## src/hdl/pxbp_pkg.sv

```systemverilog
// pxbp_pkg: shared types and constants for the pixel threshold bit packer
// holds channel payload structs, mode and register index codes
// no dependencies
package pxbp_pkg;

    localparam int unsigned CHAN_WIDTH      = 8;
    localparam int unsigned CFG_INDEX_WIDTH = 2;
    localparam int unsigned CFG_DATA_WIDTH  = 8;

    // floor(x / 3) == (x * 683) >> 11 for every sum of three 8-bit channels
    localparam int unsigned MEAN_RECIP = 683;
    localparam int unsigned MEAN_SHIFT = 11;

    typedef logic [1:0] mode_t;
    localparam mode_t MODE_SINGLE = 2'd0;
    localparam mode_t MODE_MEAN   = 2'd1;
    localparam mode_t MODE_ALPHA  = 2'd2;

    typedef logic [CFG_INDEX_WIDTH-1:0] cfg_index_t;
    localparam cfg_index_t CFG_THRESHOLD    = 2'd0;
    localparam cfg_index_t CFG_CHANNEL_MODE = 2'd1;

    localparam logic [7:0] THRESHOLD_RESET = 8'd127;
    localparam mode_t      MODE_RESET      = MODE_SINGLE;

    typedef struct packed {
        logic [7:0] chan_zero;
        logic [7:0] chan_one;
        logic [7:0] chan_two;
        logic [7:0] chan_alpha;
        logic       pixel_last;
    } pixel_t;

    typedef struct packed {
        logic [7:0] packed_byte;
        logic [3:0] bits_valid;
        logic       byte_last;
    } packed_t;

    // one binarized pixel between the threshold stage and the packer
    typedef struct packed {
        logic pixel_bit;
        logic pixel_last;
    } pixel_bit_t;

endpackage

```

## src/hdl/pxbp_binarize.sv

```systemverilog
// pxbp_binarize: registered pixel stage that reduces a pixel to one bit
// computes the channel mean at the input, scales and thresholds after the register
// depends on pxbp_pkg
module pxbp_binarize (
    input  logic                aclk,
    input  logic                aresetn,
    input  logic [7:0]          threshold,
    input  pxbp_pkg::mode_t     channel_mode,
    input  logic                in_valid,
    output logic                in_ready,
    input  pxbp_pkg::pixel_t    in_data,
    output logic                out_valid,
    input  logic                out_ready,
    output pxbp_pkg::pixel_bit_t out_data
);
    import pxbp_pkg::*;

    logic [9:0]  chan_sum;
    logic [20:0] mean_prod;
    logic [7:0]  mean_in;

    logic        valid_reg;
    logic [7:0]  mean_reg;
    logic [7:0]  chan_zero_reg;
    logic [7:0]  alpha_reg;
    logic        last_reg;

    logic [15:0] scaled;
    logic [8:0]  thresh_plus;
    logic [16:0] alpha_limit;
    logic        bit_value;
    logic        load;

    // mean of the three color channels by reciprocal multiply
    assign chan_sum  = 10'(in_data.chan_zero) + 10'(in_data.chan_one)
                     + 10'(in_data.chan_two);
    assign mean_prod = 21'(chan_sum) * 21'(MEAN_RECIP);
    assign mean_in   = mean_prod[MEAN_SHIFT +: 8];

    assign in_ready = !valid_reg || out_ready;
    assign load     = in_valid && in_ready;

    always_ff @(posedge aclk) begin
        if (!aresetn) begin
            valid_reg <= 1'b0;
        end else if (in_ready) begin
            valid_reg <= in_valid;
        end
    end

    always_ff @(posedge aclk) begin
        if (load) begin
            mean_reg      <= mean_in;
            chan_zero_reg <= in_data.chan_zero;
            alpha_reg     <= in_data.chan_alpha;
            last_reg      <= in_data.pixel_last;
        end
    end

    // floor(m * a / 255) > t  <=>  m * a >= 255 * (t + 1)
    assign scaled      = 16'(mean_reg) * 16'(alpha_reg);
    assign thresh_plus = 9'(threshold) + 9'd1;
    assign alpha_limit = {thresh_plus, 8'd0} - 17'(thresh_plus);

    always_comb begin
        case (channel_mode)
            MODE_MEAN:  bit_value = mean_reg > threshold;
            MODE_ALPHA: bit_value = 17'(scaled) >= alpha_limit;
            default:    bit_value = chan_zero_reg > threshold;
        endcase
    end

    assign out_valid           = valid_reg;
    assign out_data.pixel_bit  = bit_value;
    assign out_data.pixel_last = last_reg;

endmodule

```

## src/hdl/pixel_threshold_bit_packer.sv

```systemverilog
// pixel_threshold_bit_packer: top level of the pixel binarizer and bit packer
// instantiates pxbp_binarize, holds configuration, packing state and result register
// depends on pxbp_pkg
//
// usage
//   s_ channel: one pixel per transfer (four 8-bit channels and an end-of-image flag)
//   m_ channel: one packed byte per transfer, earliest pixel in bit zero, with the
//     number of pixel bits it holds and an end-of-image flag
//   cfg channel: index 0 writes the threshold, index 1 the channel mode; other
//     indexes are ignored; always ready, write only while no pixel is in flight
//   throughput is one pixel per clock while the m_ side takes bytes, set by the
//   two-register pixel path (pixel register, then result register); a byte leaves
//   every eighth pixel or at the image's last pixel
//   the pixel that closes the byte first loads the pixel register, then the result
//   register, so m_valid rises when the result register loads the byte
//   a stalled m_ side holds the finished byte in the result register while the
//   pixel register still takes pixels that do not close a byte; s_ready drops
//   only when a closing pixel waits behind the held byte
//   reset (aresetn low, synchronous) empties both registers, clears the partial
//   byte and returns threshold to 127 and channel mode to single channel
module pixel_threshold_bit_packer (
    input  logic                  aclk,
    input  logic                  aresetn,
    input  logic                  s_valid,
    output logic                  s_ready,
    input  pxbp_pkg::pixel_t      s_data,
    output logic                  m_valid,
    input  logic                  m_ready,
    output pxbp_pkg::packed_t     m_data,
    input  logic                  cfg_valid,
    output logic                  cfg_ready,
    input  pxbp_pkg::cfg_index_t  cfg_index,
    input  logic [7:0]            cfg_data
);
    import pxbp_pkg::*;

    // configuration registers
    logic [7:0] threshold_reg;
    mode_t      mode_reg;

    // binarized pixel from the threshold stage
    logic       bit_valid;
    logic       bit_ready;
    pixel_bit_t bit_data;

    // packing state: bits gathered so far and their count
    logic [6:0] acc_reg;
    logic [6:0] acc_next;
    logic [2:0] pos_reg;
    logic [2:0] pos_next;

    // result register
    logic       m_valid_reg;
    logic       m_valid_next;
    packed_t    m_data_reg;
    packed_t    m_data_next;

    logic [7:0] gathered;
    logic       closes_byte;
    logic       out_free;
    logic       bit_take;

    assign cfg_ready = 1'b1;

    always_ff @(posedge aclk) begin
        if (!aresetn) begin
            threshold_reg <= THRESHOLD_RESET;
            mode_reg      <= MODE_RESET;
        end else if (cfg_valid && cfg_ready) begin
            case (cfg_index)
                CFG_THRESHOLD:    threshold_reg <= cfg_data;
                CFG_CHANNEL_MODE: mode_reg      <= mode_t'(cfg_data[1:0]);
                default:          ;
            endcase
        end
    end

    pxbp_binarize u_binarize (
        .aclk         (aclk),
        .aresetn      (aresetn),
        .threshold    (threshold_reg),
        .channel_mode (mode_reg),
        .in_valid     (s_valid),
        .in_ready     (s_ready),
        .in_data      (s_data),
        .out_valid    (bit_valid),
        .out_ready    (bit_ready),
        .out_data     (bit_data)
    );

    // a pixel closes its byte when it is the eighth bit or the last of the image
    assign closes_byte = (pos_reg == 3'd7) || bit_data.pixel_last;
    assign out_free    = !m_valid_reg || m_ready;
    // pixels that only add to the partial byte never wait on the m_ side
    assign bit_ready   = !closes_byte || out_free;
    assign bit_take    = bit_valid && bit_ready;

    assign gathered = {1'b0, acc_reg} | (8'(bit_data.pixel_bit) << pos_reg);

    always_comb begin
        acc_next     = acc_reg;
        pos_next     = pos_reg;
        m_valid_next = m_valid_reg && !m_ready;
        m_data_next  = m_data_reg;
        if (bit_take) begin
            if (closes_byte) begin
                m_valid_next            = 1'b1;
                m_data_next.packed_byte = gathered;
                m_data_next.bits_valid  = 4'(pos_reg) + 4'd1;
                m_data_next.byte_last   = bit_data.pixel_last;
                acc_next                = 7'd0;
                pos_next                = 3'd0;
            end else begin
                acc_next = gathered[6:0];
                pos_next = pos_reg + 3'd1;
            end
        end
    end

    always_ff @(posedge aclk) begin
        if (!aresetn) begin
            acc_reg     <= 7'd0;
            pos_reg     <= 3'd0;
            m_valid_reg <= 1'b0;
        end else begin
            acc_reg     <= acc_next;
            pos_reg     <= pos_next;
            m_valid_reg <= m_valid_next;
        end
    end

    // payload only changes when a new byte is loaded
    always_ff @(posedge aclk) begin
        m_data_reg <= m_data_next;
    end

    assign m_valid = m_valid_reg;
    assign m_data  = m_data_reg;

    // a byte that does not close the image is always full
    a_mid_byte_full : assert property (@(posedge aclk) disable iff (!aresetn)
        m_valid && !m_data.byte_last |-> m_data.bits_valid == 4'd8)
        else $error("non-final byte with fewer than eight bits");

    // bits above the valid count are zero
    a_upper_bits_zero : assert property (@(posedge aclk) disable iff (!aresetn)
        m_valid |-> (m_data.packed_byte >> m_data.bits_valid) == 8'd0)
        else $error("packed byte carries bits above its count");

    // the partial byte holds no bit at or above its fill position
    a_acc_clean : assert property (@(posedge aclk) disable iff (!aresetn)
        (acc_reg >> pos_reg) == 7'd0)
        else $error("partial byte has stray bits");

    // the closing pixel of a byte is taken only when the result register can load
    a_close_loads : assert property (@(posedge aclk) disable iff (!aresetn)
        bit_take && closes_byte |=> m_valid)
        else $error("closed byte did not reach the result register");

    // reset leaves the packer empty
    a_reset_empty : assert property (@(posedge aclk)
        !aresetn |=> !m_valid && pos_reg == 3'd0)
        else $error("packer not empty after reset");

endmodule
```

## config.mk

```make
export PLATFORM = sky130hd
export DESIGN_NAME = pixel_threshold_bit_packer
export DESIGN_NICKNAME = d
export VERILOG_FILES = /design/src/hdl/pxbp_pkg.sv /design/src/hdl/pxbp_binarize.sv /design/src/hdl/pixel_threshold_bit_packer.sv
export SDC_FILE = /design/constraint.sdc
export NUM_CORES = 1
export LEC_CHECK = 0
export BUFFER_PORTS_ARGS = -buffer_cell sky130_fd_sc_hd__buf_2
export CAP_MARGIN = 10
export CORE_ASPECT_RATIO = 0.7
export CORE_MARGIN = 2
export CORE_UTILIZATION = 30
export DETAILED_ROUTE_END_ITERATION = 12
export SLEW_MARGIN = 20
export SYNTH_ARGS = -nofsm -noshare
export SYNTH_HDL_FRONTEND = slang
export SYNTH_SLANG_ARGS = --single-unit
```

## constraint.sdc

```tcl
create_clock -name aclk -period 13.66 [get_ports aclk]
set_input_delay 0 -clock aclk [delete_from_list [all_inputs] [get_ports aclk]]
set_output_delay 0 -clock aclk [all_outputs]
set_load 0.02 [all_outputs]
```

-- Word-level counts from Yosys, hierarchy flattened
Cells that the tools add are included.
- register bits: 60
- logic and storage cells: 50
- bits in latches: 0
- RAM bits: 0
- bits in read-only memories: 0
- input bits: 48
- memories kept: 0
- output and inout bits: 16
- equal/unequal tests: 4
- bitwise operators: 1
- $lt $le $gt $ge: 3
- multiply operators: 2
- shift operators: 1
- div/mod/pow operators: 0
- add/sub/neg operators: 6
- reductions and logical operators: 15
- muxes and demuxes: 5
- operators with widths (cell ; number):
    multiplier 10 x 10 -> 19 bit (second input constant) ; 1
    >= comparator 16 x 17 -> 1 bit ; 1
    subtractor 17 x 9 -> 17 bit ; 1
    > comparator 8 bit ; 2
    multiplier 8 x 8 -> 16 bit ; 1
    adder 10 x 8 -> 10 bit ; 1
    adder 8 x 1 -> 9 bit (second input constant) ; 1
    adder 8 x 8 -> 9 bit ; 1
    OR 7 x 8 -> 8 bit ; 1
    << shifter 1 x 3 -> 8 bit ; 1
    2-to-1 mux 7 bit ; 1
    AND reduction 2 bit ; 3
    adder 3 x 1 -> 4 bit (second input constant) ; 1
    equality test 2 x 1 -> 1 bit (second input constant) ; 2
    zero test 1 bit ; 4
    logical OR 1 bit ; 4
    adder 3 x 1 -> 3 bit (second input constant) ; 1
    equality test 3 bit (second input constant) ; 1
    logical AND 1 bit ; 3
    2-to-1 mux 3 bit ; 1
    equality test 2 bit (second input constant) ; 1
    zero test 2 bit ; 1
    2-to-1 mux 1 bit ; 2
    case mux 1 bit (2 select lines) ; 1

-- Depth between registers and ports, before layout
- word-level depth: 7
- gate-level depth with buffers: 28
- mapped depth without buffers: 28

-- By module
Synthesis repeated with hierarchy kept, for this count alone.
- cells, all modules: 766
- area, all modules: 7492.2 µm²
- modules (own cells, without submodules) (module ; sequential area each (µm²) ; instances ; area an instance (µm²) ; cells each):
    pxbp_binarize ; 770.7 ; 1 ; 6109.6 ; 633
    pixel_threshold_bit_packer ; 810.8 ; 1 ; 1382.6 ; 133

-- Worst setup path after synthesis
No wires, ideal clock.
- path type: input to register
- start point: in s_data[17] (netlist bit)
- end point: reg u_binarize.mean_reg[5] (data pin)
- setup slack: 7011 ps
- required time: 13395 ps
- setup time: 265 ps
- stages on the path: 28
- buffers on the path: 0
- arrival: 6384 ps
- cell sequence: ha_1 -> fa_1 -> a21o_1 -> a21oi_1 -> nor2b_1 -> o21a_1 -> nor2_1 -> xnor2_1 -> ha_1 -> a21boi_0 -> nor2_1 -> xnor2_1 -> ha_1 -> ha_1 -> fa_1 -> inv_1 -> fa_1 -> inv_1 -> fa_1 -> ha_1 -> and3_1 -> a221oi_1 -> a21oi_1 -> o32ai_1 -> o21bai_1 -> a21o_1 -> a21oi_1 -> o211ai_1
- longest elaborated chain between the ends: 3
- ends and longest elaborated chain (what ; line ; text):
    start, declared ; pixel_threshold_bit_packer.sv:26 ; input pxbp_pkg::pixel_t s_data,
    adder 8 x 8 -> 9 bit ; pxbp_binarize.sv:35 ; assign chan_sum = 10'(in_data.chan_zero) + 10'(in_data.chan_one)
    adder 10 x 8 -> 10 bit ; pxbp_binarize.sv:36 ; + 10'(in_data.chan_two);
    multiplier 10 x 10 -> 19 bit ; pxbp_binarize.sv:37 ; assign mean_prod = 21'(chan_sum) * 21'(MEAN_RECIP);
    via u_binarize.mean_in[5] ; pxbp_binarize.sv:20 ; logic [7:0] mean_in;
    end signal, assigned ; pxbp_binarize.sv:53 ; mean_reg <= mean_in;
    end, declared ; pxbp_binarize.sv:23 ; logic [7:0] mean_reg;
The timed path passes the listed nets, and every way through them passes these cells.
A chain may end at the register's enable or synchronous reset.

-- Worst setup path in the final report
- start point: in s_data[25] (netlist bit)
- end point: reg u_binarize.mean_reg[5] (data pin)
Same word-level chain as after synthesis.

==> summary.md <==
| Metric | Value |
|---|---|
| Gr ovfl total | `0` |
| Netlist cell types | `61` |
| CP max stage delay | `530 ps` |
| Total track usage | `0.130` |
| Setup TNS | `0 ps` |
| Top cells by area, synth | `ha_1 (24%), fa_1 (15%), edfxtp_1 (15%), dfxtp_1 (5.8%), inv_1 (5.0%)` |
| Status | `completed` |
| Critical path's top delay family | `adder cells` |
| Syn Std Cell Area | `7620 sq um` |
| Wire length of the first global-routing pass | `27.9 mm` |
| RR Endpoint | `m_data[7]` |
| Synth-to-Final Area Change | `16.8%` |
| RSZ-0062 raised after global routing | `false` |
| Synth area leader | `ha_1` |
| DRT Pass-1 Iters | `4` |
| Gate Count Post-Synth | `785` |
| Worst EP arrival | `7460 ps` |
| Post-Synthesis Net Count | `1040` |
| CP dominant cell by count | `ha_1` |
| Fraction of the yosys area taken by sequential cells | `0.208` |
| Max Fanout on Critical Path | `4` |
| Routed WL | `16.7 mm` |
| F_max | `135 MHz` |
| Num ports | `between 60 and 70` |
| Worst r2r src | `u_binarize.alpha_reg[4]` |
| Final setup vio count | `0` |
| Worst setup path start | `s_data[25]` |
| Drc violations | `0` |
| Final net count | `1136` |
| Die Y-Extent | `about 140 um` |
| Count of pins over their slew limit | `0` |
| Die X-Extent | `195 um` |
| DRT antenna net count | `0` |
| Met2 WL | `7.13 mm` |
| N_diodes | `0` |
| Worst-path cell with the longest stage delay | `dlygate4sd3_1` |
| Max reg flops | `13` |
| Area share of the largest cell type after synthesis | `0.243` |
| Num rows | `between 40 and 50` |
| Min Tclk post-route | `7390 ps` |
| Buffers on Ports | `62` |
| Worst setup EP type | `flop` |
| Routed WL per cell | `13.8 um` |
| Worst hold path depth | `2` |
| Top Layer Used | `met4` |
| Initial antenna violation count | `0` |
| Async set-reset flop share out of synthesis | `0` |
| H-tree levels | `3` |
| Met3 WL post-DR | `a little under 600 um` |
| Vias | `between 5000 and 6000` |
| Worst min path class | `input pin to flop` |
| Top FF cell, synth | `edfxtp_1` |
| Startpoint type of the worst setup path | `input pin` |
| Crit. path cell count | `30` |
| Reg clk slew, reported paths | `50 ps` |
| Sink Count | `60` |
| Synthesis-stage register bit count | `60` |
| Post-DP HPWL | `13.9 mm` |
| RD Place Congestion | `0.876` |
| Fin. Hold Viols | `0` |
| Filler cells | `2497` |
| Syn_area_per_cell | `between 9 and 10 sq um` |
| Cell count of the worst reg-to-reg path | `24` |
| Core area | `24800 sq um` |
| Worst Skew | `roughly 4.3 ps` |
| Vias/cell | `4.68` |
| Largest net degree at the start of global routing | `25` |
| Worst-Skew Late Latency | `330 ps` |
| Share of layout cells above drive strength 1 | `0.108` |
| Root Buffer | `clkbuf_16` |
| Max-Slew Margin vs Limit | `0.498` |
| Worst Path Required | `about 14000 ps` |
| Worst setup path end | `u_binarize.mean_reg[5]` |
| Die area | `26700 sq um` |
| Vias in the first global route | `5607` |
| Initial Utilization | `0.307` |
| Iter 0 DRT Violations | `roughly 310` |
| Yosys warns | `0` |
| CTS tree | `built` |
| EDFF count, synth | `38` |
| Met1 Wirelength | `slightly below 9 mm` |
| Worst Max-Slew Pin Slew | `749 ps` |
| Reg-to-reg setup timing slack | `7160 ps` |
| Maxcap violations | `0` |
| Worst path bufs/invs | `4` |
| CTS Buf Count | `9` |
| Critical path type | `input pin to flop` |
| Fin crit share | `0.541` |
| Maximum clock path buffer count | `2` |
-- cell type report --
class | count | area [sq um] | area share
Inverter | 103 | 387 | 0.0434
Clock inverter | 4 | 25.0 | 0.00281
Tap cell | 325 | 407 | 0.0457
Timing Repair Buffer | 97 | 656 | 0.0737
Clock buffer | 12 | 256 | 0.0288
Multi-Input combinational cell | 610 | 5590 | 0.628
Sequential cell | 60 | 1580 | 0.178
-- what timing repair did --
item	in CTS	in global routing
hold endpoints to repair	29	0
hold buffers	33	0
buffers inserted	0	0
gates resized for setup	0	0
-- worst min path at each step --
stage	startpoint	end	slack, ps
after floorplan	s_data[1]	u_binarize.alpha_reg[0]	100
after global placement	s_data[0]	u_binarize.last_reg	180
after detailed placement	s_data[0]	u_binarize.last_reg	180
after CTS	aresetn	threshold_reg[2]	6
after global routing	aresetn	threshold_reg[2]	50
final	aresetn	threshold_reg[2]	20
-- synth_stat cells (6+ instances only) --
cell type and number:
o21ai_1 7, clkbuf_1 8, and2_1 57, nand2b_1 9
xor2_1 17, a21o_1 15, fa_1 59, inv_1 102
nor2_1 23, ha_1 148, xnor2_1 35, o21ai_0 13
nor3_1 12, o21a_1 6, o211ai_1 12, o21bai_1 9
edfxtp_1 38, nand2_1 54, nor2b_1 15, a21oi_1 33
nand3_1 15, dfxtp_1 22
-- through the flow --
step | cell area, sq um | instances | hold WS [ps] | utilization | setup slack (ps)
2_1_floorplan | 7620 | 785 | 98.9 | - | 7010
3_3_place_gp | 8290 | 1162 | 177 | 0.334 | 6560
3_5_place_dp | 8290 | 1162 | 179 | 0.334 | 6440
4_1_cts | 8900 | 1211 | 5.70 | 0.359 | 6240
5_1_grt | 8900 | 1211 | 53.8 | 0.359 | 5730
6_report | 8900 | 1211 | 24.9 | 0.359 | 6270
-- cell usage in the layout, fill, tap and decap left out, drive strengths merged, types with 4 or more instances in the layout --
cell type	count
xor2	17
o21a	6
a211oi	5
or2	6
edfxtp	38
nor2	23
and3	4
inv	103
o21bai	13
a21oi	33
o211ai	12
ha	148
nand3	15
nand2b	9
nand4	5
nor3	12
a21boi	5
dlygate4sd3	33
a21o	15
dfxtp	22
buf	64
nand2	54
fa	59
mux2i	4
o21ai	24
xnor2	35
and2	57
nor2b	15
clkbuf	12
-- cell families (layout without fill, tap and decap cells) --
group,count (synthesis),count (layout),synth area share
xor+xnor,52,52,0.0598
simple gates,208,208,0.143
other cells,1,1,0.000492
compound gates,138,138,0.127
flops,60,60,0.208
buf+inv,115,216,0.0593
fa+ha+maj,207,207,0.398
mux,4,4,0.00525
-- layer usage --
metal / GRT usage / vias to the layer above
met4: 0.0265 / 0
met5: 0 / -
li1: - / 2893
met2: 0.201 / 86
met3: 0.0206 / 5
met1: 0.193 / 2683
Power is left out: the tool's default activity adds up to more than one toggle a clock period on the data nets, which glitch-free logic cannot reach.
